## src/hw/rtl/mexp_pkg.sv

```systemverilog
// Package for the modular exponentiation core.
// Holds the controller state type, register indexes and the command and status structs.
// No dependencies.
`timescale 1ns / 1ps

package mexp_pkg;

    // Configuration register indexes.
    localparam int CFG_IDX_W = 2;
    localparam logic [CFG_IDX_W-1:0] REG_MODULUS  = 2'd0;
    localparam logic [CFG_IDX_W-1:0] REG_EXPONENT = 2'd1;

    typedef enum logic [2:0] {
        ST_IDLE,
        ST_REDUCE,
        ST_EBIT,
        ST_MULP,
        ST_SQLOAD,
        ST_MULS,
        ST_FINISH
    } state_t;

    // Commands from the controller to the datapath and output stage.
    typedef struct packed {
        logic load;
        logic div_step;
        logic mul_load;
        logic mul_sq;
        logic mul_step;
        logic e_shift;
        logic finish;
    } ctrl_cmd_t;

    // Status from the datapath to the controller.
    typedef struct packed {
        logic n_zero;
        logic div_last;
        logic e_bit0;
        logic e_last;
        logic mul_last;
    } dp_status_t;

endpackage

```

## src/hw/rtl/modular_exponentiation_core.sv

```systemverilog
// Order of work: the base is first reduced by the modulus; then each exponent bit, lowest first,
// takes a modular multiply when it is set and then a squaring (the top bit skips the squaring);
// last the result is written to the output register. A zero modulus goes straight to the output
// with an error. One base at a time: the next is taken only after the result is registered, and
// later while an earlier result is still stalled in the output register.
// Reset (rst_n, asynchronous, active low) sets modulus to 1 and exponent to 0, empties the output.
`timescale 1ns / 1ps

// Top level of the modular exponentiation core.
// Depends on mexp_pkg, mexp_ctrl and mexp_dp; holds the configuration and output registers.
module modular_exponentiation_core #(
    parameter int WIDTH = 32
) (
    input  logic                           clk,
    input  logic                           rst_n,
    input  logic                           cfg_valid,
    output logic                           cfg_ready,
    input  logic [mexp_pkg::CFG_IDX_W-1:0] cfg_index,
    input  logic [WIDTH-1:0]               cfg_data,
    input  logic                           in_valid,
    output logic                           in_stall,
    input  logic [WIDTH-1:0]               base,
    output logic                           out_valid,
    input  logic                           out_stall,
    output logic [WIDTH-1:0]               power,
    output logic                           error
);

    import mexp_pkg::*;

    logic [WIDTH-1:0] modulus_reg, modulus_next;
    logic [WIDTH-1:0] exponent_reg, exponent_next;
    logic             out_valid_reg, out_valid_next;
    logic [WIDTH-1:0] power_reg, power_next;
    logic             error_reg, error_next;

    ctrl_cmd_t        cmd;
    dp_status_t       status;
    logic             busy;
    logic             out_free;
    logic [WIDTH-1:0] prod;

    assign cfg_ready = 1'b1;
    assign out_free  = !out_valid_reg || !out_stall;

    mexp_ctrl u_ctrl (
        .clk      (clk),
        .rst_n    (rst_n),
        .in_valid (in_valid),
        .out_free (out_free),
        .status   (status),
        .cmd      (cmd),
        .busy     (busy)
    );

    mexp_dp #(
        .WIDTH (WIDTH)
    ) u_dp (
        .clk      (clk),
        .rst_n    (rst_n),
        .cmd      (cmd),
        .modulus  (modulus_reg),
        .exponent (exponent_reg),
        .base     (base),
        .status   (status),
        .prod     (prod)
    );

    always_comb
    begin
        modulus_next  = modulus_reg;
        exponent_next = exponent_reg;
        if (cfg_valid && cfg_ready)
        begin
            case (cfg_index)
                REG_MODULUS:  modulus_next  = cfg_data;
                REG_EXPONENT: exponent_next = cfg_data;
                default:      ;
            endcase
        end
    end

    // A zero modulus reports an error with a zero result.
    always_comb
    begin
        out_valid_next = out_valid_reg;
        power_next     = power_reg;
        error_next     = error_reg;
        if (cmd.finish)
        begin
            out_valid_next = 1'b1;
            power_next     = status.n_zero ? '0 : prod;
            error_next     = status.n_zero;
        end
        else if (out_valid_reg && !out_stall)
        begin
            out_valid_next = 1'b0;
        end
    end

    always_ff @(posedge clk or negedge rst_n)
    begin
        if (!rst_n)
        begin
            modulus_reg   <= WIDTH'(1);
            exponent_reg  <= '0;
            out_valid_reg <= 1'b0;
        end
        else
        begin
            modulus_reg   <= modulus_next;
            exponent_reg  <= exponent_next;
            out_valid_reg <= out_valid_next;
        end
    end

    always_ff @(posedge clk)
    begin
        power_reg <= power_next;
        error_reg <= error_next;
    end

    assign in_stall  = busy;
    assign out_valid = out_valid_reg;
    assign power     = power_reg;
    assign error     = error_reg;

`ifndef SYNTHESIS
    a_finish_shows: assert property (@(posedge clk) disable iff (!rst_n)
        cmd.finish |=> out_valid)
        else $error("Finished result did not reach the output.");

    a_error_zero: assert property (@(posedge clk) disable iff (!rst_n)
        out_valid && error |-> power == '0)
        else $error("Error result carries a nonzero power.");

    a_accept_busy: assert property (@(posedge clk) disable iff (!rst_n)
        in_valid && !in_stall |=> in_stall)
        else $error("Core did not hold off input after a transfer.");
`endif

endmodule

```

## src/hw/rtl/mexp_dp.sv

```systemverilog
// Datapath of the modular exponentiation core: base reduction, shift-and-add modular product.
// Depends on mexp_pkg for the command and status structs.
`timescale 1ns / 1ps

module mexp_dp #(
    parameter int WIDTH = 32
) (
    input  logic                  clk,
    input  logic                  rst_n,
    input  mexp_pkg::ctrl_cmd_t   cmd,
    input  logic [WIDTH-1:0]      modulus,
    input  logic [WIDTH-1:0]      exponent,
    input  logic [WIDTH-1:0]      base,
    output mexp_pkg::dp_status_t  status,
    output logic [WIDTH-1:0]      prod
);

    import mexp_pkg::*;

    localparam int CNT_W = $clog2(WIDTH);

    logic [WIDTH-1:0] n_reg, n_next;
    logic [WIDTH-1:0] e_reg, e_next;
    logic [WIDTH-1:0] quo_reg, quo_next;
    logic [WIDTH-1:0] rem_reg, rem_next;
    logic [WIDTH-1:0] a_reg, a_next;
    logic [WIDTH-1:0] prod_reg, prod_next;
    logic [WIDTH-1:0] acc_reg, acc_next;
    logic [WIDTH-1:0] dbl_reg, dbl_next;
    logic [WIDTH-1:0] mul_reg, mul_next;
    logic             sq_reg, sq_next;
    logic [CNT_W-1:0] cnt_reg, cnt_next;

    logic [WIDTH:0]   n_ext;
    logic [WIDTH:0]   rem_shift;
    logic [WIDTH:0]   rem_red;
    logic [WIDTH:0]   acc_sum;
    logic [WIDTH:0]   acc_red;
    logic [WIDTH-1:0] acc_step;
    logic [WIDTH:0]   dbl_sum;
    logic [WIDTH:0]   dbl_red;

    // Each sum is below twice the modulus, so one compare and subtract reduces it.
    always_comb
    begin
        n_ext     = {1'b0, n_reg};
        rem_shift = {rem_reg, quo_reg[WIDTH-1]};
        rem_red   = (rem_shift >= n_ext) ? (rem_shift - n_ext) : rem_shift;
        acc_sum   = {1'b0, acc_reg} + {1'b0, dbl_reg};
        acc_red   = (acc_sum >= n_ext) ? (acc_sum - n_ext) : acc_sum;
        acc_step  = mul_reg[0] ? acc_red[WIDTH-1:0] : acc_reg;
        dbl_sum   = {dbl_reg, 1'b0};
        dbl_red   = (dbl_sum >= n_ext) ? (dbl_sum - n_ext) : dbl_sum;
    end

    always_comb
    begin
        n_next    = n_reg;
        e_next    = e_reg;
        quo_next  = quo_reg;
        rem_next  = rem_reg;
        a_next    = a_reg;
        prod_next = prod_reg;
        acc_next  = acc_reg;
        dbl_next  = dbl_reg;
        mul_next  = mul_reg;
        sq_next   = sq_reg;
        cnt_next  = cnt_reg;
        if (cmd.load)
        begin
            n_next    = modulus;
            e_next    = exponent;
            quo_next  = base;
            rem_next  = '0;
            prod_next = WIDTH'(1);
            cnt_next  = CNT_W'(WIDTH - 1);
        end
        if (cmd.div_step)
        begin
            quo_next = {quo_reg[WIDTH-2:0], 1'b0};
            rem_next = rem_red[WIDTH-1:0];
            cnt_next = cnt_reg - CNT_W'(1);
            if (cnt_reg == '0)
            begin
                a_next = rem_red[WIDTH-1:0];
            end
        end
        if (cmd.mul_load)
        begin
            acc_next = '0;
            dbl_next = a_reg;
            mul_next = cmd.mul_sq ? a_reg : prod_reg;
            sq_next  = cmd.mul_sq;
        end
        if (cmd.mul_step)
        begin
            acc_next = acc_step;
            dbl_next = dbl_red[WIDTH-1:0];
            mul_next = {1'b0, mul_reg[WIDTH-1:1]};
            if (mul_reg[WIDTH-1:1] == '0)
            begin
                if (sq_reg)
                begin
                    a_next = acc_step;
                end
                else
                begin
                    prod_next = acc_step;
                end
            end
        end
        if (cmd.e_shift)
        begin
            e_next = {1'b0, e_reg[WIDTH-1:1]};
        end
    end

    always_ff @(posedge clk or negedge rst_n)
    begin
        if (!rst_n)
        begin
            cnt_reg <= '0;
        end
        else
        begin
            cnt_reg <= cnt_next;
        end
    end

    always_ff @(posedge clk)
    begin
        n_reg    <= n_next;
        e_reg    <= e_next;
        quo_reg  <= quo_next;
        rem_reg  <= rem_next;
        a_reg    <= a_next;
        prod_reg <= prod_next;
        acc_reg  <= acc_next;
        dbl_reg  <= dbl_next;
        mul_reg  <= mul_next;
        sq_reg   <= sq_next;
    end

    assign status.n_zero   = (n_reg == '0);
    assign status.div_last = (cnt_reg == '0);
    assign status.e_bit0   = e_reg[0];
    assign status.e_last   = (e_reg[WIDTH-1:1] == '0);
    assign status.mul_last = (mul_reg[WIDTH-1:1] == '0);
    assign prod            = prod_reg;

`ifndef SYNTHESIS
    a_acc_reduced: assert property (@(posedge clk) disable iff (!rst_n)
        cmd.mul_step && !status.n_zero |=> acc_reg < n_reg)
        else $error("Accumulator left unreduced after a product step.");

    a_dbl_reduced: assert property (@(posedge clk) disable iff (!rst_n)
        cmd.mul_step && !status.n_zero |=> dbl_reg < n_reg)
        else $error("Doubled operand left unreduced after a product step.");

    a_rem_reduced: assert property (@(posedge clk) disable iff (!rst_n)
        cmd.div_step && !status.n_zero |=> rem_reg < n_reg)
        else $error("Remainder of the base reduction is not below the modulus.");
`endif

endmodule

```

## src/hw/rtl/mexp_ctrl.sv

```systemverilog
// Controller state machine of the modular exponentiation core.
// Depends on mexp_pkg for the state type and the command and status structs.
`timescale 1ns / 1ps

module mexp_ctrl (
    input  logic                  clk,
    input  logic                  rst_n,
    input  logic                  in_valid,
    input  logic                  out_free,
    input  mexp_pkg::dp_status_t  status,
    output mexp_pkg::ctrl_cmd_t   cmd,
    output logic                  busy
);

    import mexp_pkg::*;

    state_t state_reg, state_next;

    always_ff @(posedge clk or negedge rst_n)
    begin
        if (!rst_n)
        begin
            state_reg <= ST_IDLE;
        end
        else
        begin
            state_reg <= state_next;
        end
    end

    always_comb
    begin
        state_next = state_reg;
        case (state_reg)
            ST_IDLE:
            begin
                if (in_valid)
                begin
                    state_next = ST_REDUCE;
                end
            end
            ST_REDUCE:
            begin
                if (status.n_zero)
                begin
                    state_next = ST_FINISH;
                end
                else if (status.div_last)
                begin
                    state_next = ST_EBIT;
                end
            end
            ST_EBIT:
            begin
                state_next = status.e_bit0 ? ST_MULP : ST_SQLOAD;
            end
            ST_MULP:
            begin
                if (status.mul_last)
                begin
                    state_next = ST_SQLOAD;
                end
            end
            ST_SQLOAD:
            begin
                state_next = status.e_last ? ST_FINISH : ST_MULS;
            end
            ST_MULS:
            begin
                if (status.mul_last)
                begin
                    state_next = ST_EBIT;
                end
            end
            ST_FINISH:
            begin
                if (out_free)
                begin
                    state_next = ST_IDLE;
                end
            end
            default:
            begin
                state_next = ST_IDLE;
            end
        endcase
    end

    always_comb
    begin
        cmd  = '0;
        busy = 1'b1;
        case (state_reg)
            ST_IDLE:
            begin
                busy     = 1'b0;
                cmd.load = in_valid;
            end
            ST_REDUCE:
            begin
                cmd.div_step = !status.n_zero;
            end
            ST_EBIT:
            begin
                cmd.mul_load = status.e_bit0;
            end
            ST_MULP:
            begin
                cmd.mul_step = 1'b1;
            end
            ST_SQLOAD:
            begin
                cmd.mul_load = !status.e_last;
                cmd.mul_sq   = 1'b1;
            end
            ST_MULS:
            begin
                cmd.mul_step = 1'b1;
                cmd.e_shift  = status.mul_last;
            end
            ST_FINISH:
            begin
                cmd.finish = out_free;
            end
            default:
            begin
                busy = 1'b1;
            end
        endcase
    end

`ifndef SYNTHESIS
    a_finish_free: assert property (@(posedge clk) disable iff (!rst_n)
        cmd.finish |-> out_free)
        else $error("Result written while the output register was still full.");

    a_load_idle: assert property (@(posedge clk) disable iff (!rst_n)
        cmd.load |=> state_reg == ST_REDUCE)
        else $error("Accepted base did not start a reduction.");

    a_zero_mod: assert property (@(posedge clk) disable iff (!rst_n)
        state_reg == ST_REDUCE && status.n_zero |-> !cmd.div_step)
        else $error("Reduction stepped with a zero modulus.");
`endif

endmodule

```

## config.mk

```make
export PLATFORM = sky130hd
export DESIGN_NAME = modular_exponentiation_core
export DESIGN_NICKNAME = d
export VERILOG_FILES = /design/src/hw/rtl/mexp_pkg.sv /design/src/hw/rtl/modular_exponentiation_core.sv /design/src/hw/rtl/mexp_dp.sv /design/src/hw/rtl/mexp_ctrl.sv
export SDC_FILE = /design/constraint.sdc
export NUM_CORES = 1
export LEC_CHECK = 0
export ABC_AREA = 1
export BUFFER_PORTS_ARGS = -buffer_cell sky130_fd_sc_hd__buf_2
export CORE_ASPECT_RATIO = 0.7
export CORE_MARGIN = 2
export CORE_UTILIZATION = 40
export DETAILED_ROUTE_END_ITERATION = 7
export HOLD_SLACK_MARGIN = 0.05
export MAX_ROUTING_LAYER = met4
export PLACE_DENSITY_LB_ADDON = 0.12
export SETUP_SLACK_MARGIN = 0.15
export SLEW_MARGIN = 20
export SYNTH_ARGS = -nofsm -noshare
export SYNTH_HDL_FRONTEND = slang
export SYNTH_SLANG_ARGS = --single-unit
```

## constraint.sdc

```tcl
create_clock -name clk -period 7.1 [get_ports clk]
set_clock_uncertainty 0.2 [all_clocks]
set_input_delay 0.355 -clock clk [delete_from_list [all_inputs] [get_ports clk]]
set_output_delay 0.355 -clock clk [all_outputs]
set_load 0.005 [all_outputs]
```

==> results of run 1 <==
-- Yosys cell counts (24+ instances only) --
master	number	area, um2
nor3_1	24	120
xnor2_1	34	298
clkbuf_1	65	244
edfxtp_1	255	7660
nand3_1	210	1050
dfxtp_1	67	1340
nand3b_1	47	353
dfrtp_1	72	1800
o21ai_0	161	806
ha_1	129	1610
nand2_1	1328	4980
nor2_1	266	998
a21oi_1	229	1150
xor2_1	42	368
nand3_2	50	500
inv_1	537	2020
nand4_1	39	244
-- cell families (layout without fill, tap and decap cells) --
kind of cell    Yosys count  count (layout)  share of synthesized area, %
xor+xnor                 76              76                          2.47
fa+ha+maj               133             133                          6.29
other cells               1               2                        0.0139
flops                   395             395                          40.2
simple gates           2037            2037                          32.6
compound gates          450             450                          8.84
buf+inv                 661             837                          9.62
-- worst paths after layout --
kind	from	endpoint	slack (ps)
worst min register to register	modulus_reg[3]$_DFFE_PN0P_	u_dp.n_reg[3]$_DFFE_PP_	250
worst min-delay path	rst_n	exponent_reg[3]$_DFFE_PN0P_	130
worst max-delay path	u_dp.dbl_reg[14]$_DFFE_PP_	u_dp.acc_reg[25]$_SDFFCE_PP0P_	1750
worst max register to register	u_dp.dbl_reg[14]$_DFFE_PP_	u_dp.acc_reg[25]$_SDFFCE_PP0P_	1750
min in group clk	in_valid	u_ctrl.state_reg[1]$_DFFE_PN0P_	170
max in group asynchronous	rst_n	modulus_reg[25]$_DFFE_PN0P_	6040
-- through the flow --
stage / cell area, um2 / std cells / setup slack, ps
finish: 30500 / 4821 / 1750
global route: 30500 / 4821 / 1400
CTS: 30500 / 4820 / 1950
detailed placement: 28400 / 4672 / 1990
global placement: 28400 / 4672 / 1960
floorplan: 26900 / 3753 / 2180
-- area by class of cell --
type / instances / share of cell area, %
Clock buffer: 65 / 4.27
Multi-Input combinational cell: 2697 / 44.5
Tap cell: 891 / 3.65
Timing Repair Buffer: 199 / 4.60
Sequential cell: 395 / 35.5
Inverter: 556 / 6.84
Antenna cell: 1 / 0.00820
Clock inverter: 17 / 0.660
-- critical path: cells and delay by family, from the launching register on --
family        cells  cell delay [ps]
simple gates     23             3310
fa+ha+maj         2              780
flops             1              510
buf+inv           2              220
-- per-layer routing --
layer	track usage (%)	wire [um]	vias to the layer above	share of wire (%)
li1	-	-	12300	-
met2	37.5	37800	1048	37
met3	8.33	10900	113	11
met1	47.4	52000	11700	50
met5	-	0	-	0
met4	7.38	2380	0	2.3
-- repair_timing --
action	4_1_cts	5_1_grt
endpoints found under the hold margin	169	0
resized for setup	0	0
hold buffers	66	0
setup endpoints to repair	0	0
==> summary.md, run 1 <==
Number of top-level pins: 107. Dividing the detail-routed via count by the number of cells gives 5.23. Relative to the synthesized area, the layout overhead comes to 13.3%.

The pre-antenna-repair detailed-routing pass consisted of 6 iterations. The count of vias placed by the detailed router was 25200. TritonCTS built the clock tree. The worst register-to-register path has a depth of 27. For this run, design rule violations remaining after detail routing come to 0.

The floorplan step defined a die boundary enclosing 0.0695 mm2. Summing all multi-input logic gate instances after layout gives 0.0136 mm2. The total number of yosys warnings is 0.

Counting stages on the worst path, the most repeated cell is nand2_1. The share of the yosys chip area belonging to registers was 40.2%; the largest fanout on the critical path was 32. Once the floorplan was initialized, standard cells occupied 40.5% of the core.

The final worst-path cycle share came out at 75.4%. The number of nets handed over by synthesis was 3957. In the final design database the tool counted 4097 nets. Port buffering added 105 buffers. The flow ran to the end, and the final reports show no timing, DRC or antenna violations. The most common library cell in the layout ignoring fill and taps is nand2_1. Wire length after detailed routing: 103000 um. The fraction of final layout cells sized beyond drive strength 1 is 8.65%. The first global-routing pass estimated 153000 um of wire. The tool flagged a number of max-cap violations equal to 0.

Setup repair after global routing left no endpoint under its margin. The class of the worst hold path was in -> async. The shortest clock period the worst path allows after layout was 5350 ps; the number of antenna violations at the first check in global routing was 3. The run gives 23000 as the via count of the first global-routing pass.

The H-tree was split into 2 levels. The tools report the number of library cell types mapped by synthesis as 51. The classification of the worst setup path was reg -> reg.

The synthesis-stage register bit count is 395, and the filler cell count in the final layout is 6929. The sequential cells in the finished layout cover a total of 0.0108 mm2. The number of enable-type register cells in the synthesized netlist is 255, and the setup TNS is 0 ps. Setup violations remaining at the end of the flow were counted as 0. The worst setup path is launched from a flop.

The synthesized cell area is 0.0269 mm2, and the critical path data required time is 7240 ps. The arrival time of data at the critical path endpoint was 5490 ps; the share of synthesized flip-flops with an asynchronous set or reset was 18.5%. Synthesis produced a netlist whose cell count is 3753. The clock buffer count from CTS was 44; the all-layer global routing usage was 30.4%. Timing would allow up to 187 MHz. The tools report the worst hold margin as 127 ps.

Entering global routing, the biggest net connects 74 pins. For this run, the leading register cell type out of synthesis is edfxtp_1. In this run the core area contains 79 standard-cell rows. In the layout the commonest cells are nand2_1 (1327), inv_1 (536), nor2_1 (262). The clock reaches the later pin of the worst-skew pair after 640 ps. At the pin with the least slew margin, the transition time is 1210 ps. Final hold violation count: 0. The wire length per cell is 21.4 um, and the x dimension of the die is 314 um. In this run the clock root is driven by a clkbuf_16. For this design, the slowest cell found on the critical path is edfxtp_1. Detailed placement finished with a half-perimeter wire length of 80200 um. At the end of routability-driven placement, the weighted congestion stood at 1.04.

Measured along the y axis, the die boundary spans 221 um. The longest clock path from root to sink contains 3 buffers. Headroom to the max-slew limit came out at 18.7%.

CTS saw 395 sinks. The count of nets left with antenna violations once routing finished came out at 0. After clock tree synthesis, the setup repair step added 0 buffers. The tools report the critical path capture point type as a flop.

The highest cell delay on the worst timing path is 510 ps, and the post-synthesis average cell area is 7.18 um2. In this run the standard cell core region covers 0.0665 mm2. The clock-pin transition on the worst setup and hold timing paths is 70 ps, and the end-of-flow core utilization is 45.9%.

The run gives 0 as the count of final max-slew check failures. Number of design-rule violations left by the first detailed-router iteration: 3269. After global routing the overflow that remains totals 0.
Power of run 1 is not shown: default switching activity piles up to over one toggle a cycle in this logic, so the estimate is an artifact.
==> inputs of run 2 (changes only) <==
Clock period 7.1 ns to 4.4 ns, I/O delays scaled along.
==> summary.md, run 2 (synthesized netlist as in run 1, its figures left out) <==
The most common library cell in the layout ignoring fill and taps is nand2_1. The detailed placement HPWL is 83200 um (+3.8%). The flow ran to the end, and the final reports show no timing, DRC or antenna violations.

The startpoint identified for the worst register-to-register timing path is u_dp.dbl_reg[14]$_DFFE_PP_. The tools report the number of levels in the clock H-tree as 2 (unchanged). The setup TNS was 0 ps (unchanged); the highest cell delay on the worst timing path was 470 ps (-40 ps). The fraction of final layout cells sized beyond drive strength 1 was 18.7% (+10 points).

The number of buffers inserted by port buffering works out to 105 (unchanged). The initial core utilization was 40.5% (unchanged); the die height was 221 um (unchanged). The run gives 4 (+1) as the number of antenna violations at the first check in global routing.

The wire length on met2 is 38500 um (+1.8%). For the maximum clock insertion buffer count, the log shows 3 (unchanged). The worst setup path is captured at a flop. Among all stages on the critical path, the largest delay is contributed by edfxtp_1. The run gives 261 ps (-1490 ps) as the worst setup slack after layout. The clock-pin transition on the worst setup and hold timing paths came out at 60 ps (about the same).

Setup slack of the most critical reg-to-reg path: 260 ps (-1490 ps). In the layout the commonest cells are nand2_1 (1268), inv_1 (525), buf_4 (274). STA classifies the critical path startpoint as a flop.

The wire length after detailed routing is 106000 um (+3.3%). The first-pass GRT wire length was 155000 um (+1.2%). The run gives 2867 (-12%) as the number of design-rule violations left by the first detailed-router iteration. On the critical path the largest part of the delay comes from simple AND/OR/NAND/NOR gates.

The worst hold margin is 78.7 ps (-48.7 ps), and the final routed DRC violation total is 0 (unchanged). The logs give 0 (unchanged) for the count of final max-slew check failures and 0 (unchanged) for the total of max-cap violations. The achievable frequency came out at 242 MHz (+29%). The number of nets in the finished design was 4358 (+6.4%). Setup repair after global routing left no endpoint under its margin. For the clock buffer count from CTS, the log shows 43 (-2.3%). In this run the critical register-to-register path is captured at u_dp.acc_reg[27]$_SDFFCE_PP0P_. The number of cell instances on the worst register-to-register path works out to 26 (-3.7%). The final hold violation count came out at 0 (unchanged). The max-slew headroom at the worst pin came out at 29.7% (+11 points).

The post-placement setup slack is -117 ps (-2110 ps), and the area inside the core boundary is 0.0665 mm2 (unchanged). The x dimension of the die came out at 314 um (unchanged). The number of optimization iterations in the first detailed-route pass is 6 (unchanged), and the all-layer global routing usage is 31.0% (+0.56 points). The largest fanout on the critical path works out to 6 (-81%). The uppermost layer routed is met4. For the routed wire length on met3, the log shows 10800 um (-1.5%).

The logs give 79 (unchanged) for the placement row count and 6724 (-3.0%) for the filler cell count in the final layout. The tools report the number of top-level pins as 107 (unchanged). The run gives 23400 (+2.0%) as the via count of the first global-routing pass. Number of buffers and inverters on the critical path: 4 (+2). The logs give 26100 (+3.3%) for the count of vias placed by the detailed router and 0.0695 mm2 (unchanged) for the die outline area. The routed via count divided by cell count was 5.13 (-2.0%). The actual transition at the worst max-transition pin was 1050 ps (-156 ps); the source-to-sink clock delay at the later pin of the worst-skew pair was 610 ps (-30 ps). For the met1 layer wirelength in the final routing, the log shows 55000 um (+5.9%). The run gives 98 (+32%) as the maximum number of pins on one net before global-route repair. TritonCTS built the clock tree. The area growth from synthesis to layout is 25.3%. The critical path's most frequent cell was nand2_1. The final weighted congestion of routability-driven global placement came out at 1.09 (+4.6%). The shortest clock period the worst path allows after layout came out at 4140 ps (-1210 ps). The root cell of the clock tree was clkbuf_16. The tools report the critical path data required time as 4540 ps (-2700 ps). The number of failing setup endpoints in the final timing report is 0 (unchanged), and the number of antenna-violating nets in the routed design is 0 (unchanged). The arrival time of data at the critical path endpoint was 4280 ps (-1210 ps); the sum of overflow across all layers after global routing was 0 (unchanged).

The worst setup path is of the reg -> reg kind. The path class of the tightest hold or removal check is in -> async. The number of sinks driven by the clock tree was 395 (unchanged); the final worst-path cycle share was 94.1% (+19 points). The wire length per cell is 21.0 um (-2.0%).
[run 2: cell count changes in the layout (fill, tap and decap cells not counted), sizes merged]
cell and change:
diode +1, clkbuf -9, dlygate4sd3 +1, inv +2, bufinv +4, buf +259, clkinvlp -1, clkinv +3
[run 2: per-layer routing]
metal,global-route usage [%],vias up
met5,-,-
met4,6.74,0
met3,7.48,105
met2,37.3,1040
met1,50.0,12100
li1,-,12800
[run 2: area by class of cell]
| class | instances | area, um2 | share of cell area, % |
|---|---|---|---|
| multi-input cells | 2697 | 14600 | 43.4 |
| flip-flops and latches | 395 | 10800 | 32.1 |
| repair buffers | 461 | 3540 | 10.5 |
| inverters | 556 | 2090 | 6.18 |
| clock buffers | 54 | 1200 | 3.55 |
| well taps | 891 | 1110 | 3.30 |
| clock inverters | 25 | 337 | 0.997 |
| diodes | 2 | 5.00 | 0.0148 |
[run 2: how the worst max path moves through the flow]
stage / startpoint / to / slack (ps) / cells past startpoint
6_report: u_dp.dbl_reg[14]$_DFFE_PP_ / u_dp.acc_reg[27]$_SDFFCE_PP0P_ / 260 / 26
5_1_grt: u_dp.dbl_reg[14]$_DFFE_PP_ / u_dp.acc_reg[27]$_SDFFCE_PP0P_ / 100 / 25
4_1_cts: u_dp.dbl_reg[0]$_DFFE_PP_ / u_dp.acc_reg[29]$_SDFFCE_PP0P_ / 160 / 23
3_5_place_dp: u_dp.dbl_reg[0]$_DFFE_PP_ / u_dp.acc_reg[29]$_SDFFCE_PP0P_ / -120 / 25
3_3_place_gp: u_dp.dbl_reg[8]$_DFFE_PP_ / u_dp.acc_reg[19]$_SDFFCE_PP0P_ / -160 / 23
2_1_floorplan: u_dp.dbl_reg[0]$_DFFE_PP_ / u_dp.acc_reg[28]$_SDFFCE_PP0P_ / 610 / 25
[run 2: per-stage QoR]
step / instances / util, % / cell area, um2
6_report: 5081 / 50.7 / 33700
5_1_grt: 5080 / 50.7 / 33700
4_1_cts: 5046 / 48.9 / 32500
3_5_place_dp: 4900 / 45.4 / 30200
3_3_place_gp: 4900 / 45.4 / 30200
2_1_floorplan: 3753 / - / 26900
[run 2: timing repair]
| item | CTS | global route |
|---|---|---|
| hold endpoints to repair | 209 | 0 |
| hold buffers | 67 | 0 |
| buffers inserted | 0 | 31 |
| setup endpoints to repair | 96 | 96 |
| gates resized for setup | 32 | 184 |
| gates cloned | 0 | 2 |
| pin swaps | 0 | 52 |
Power of run 2 is left out for the same reason.
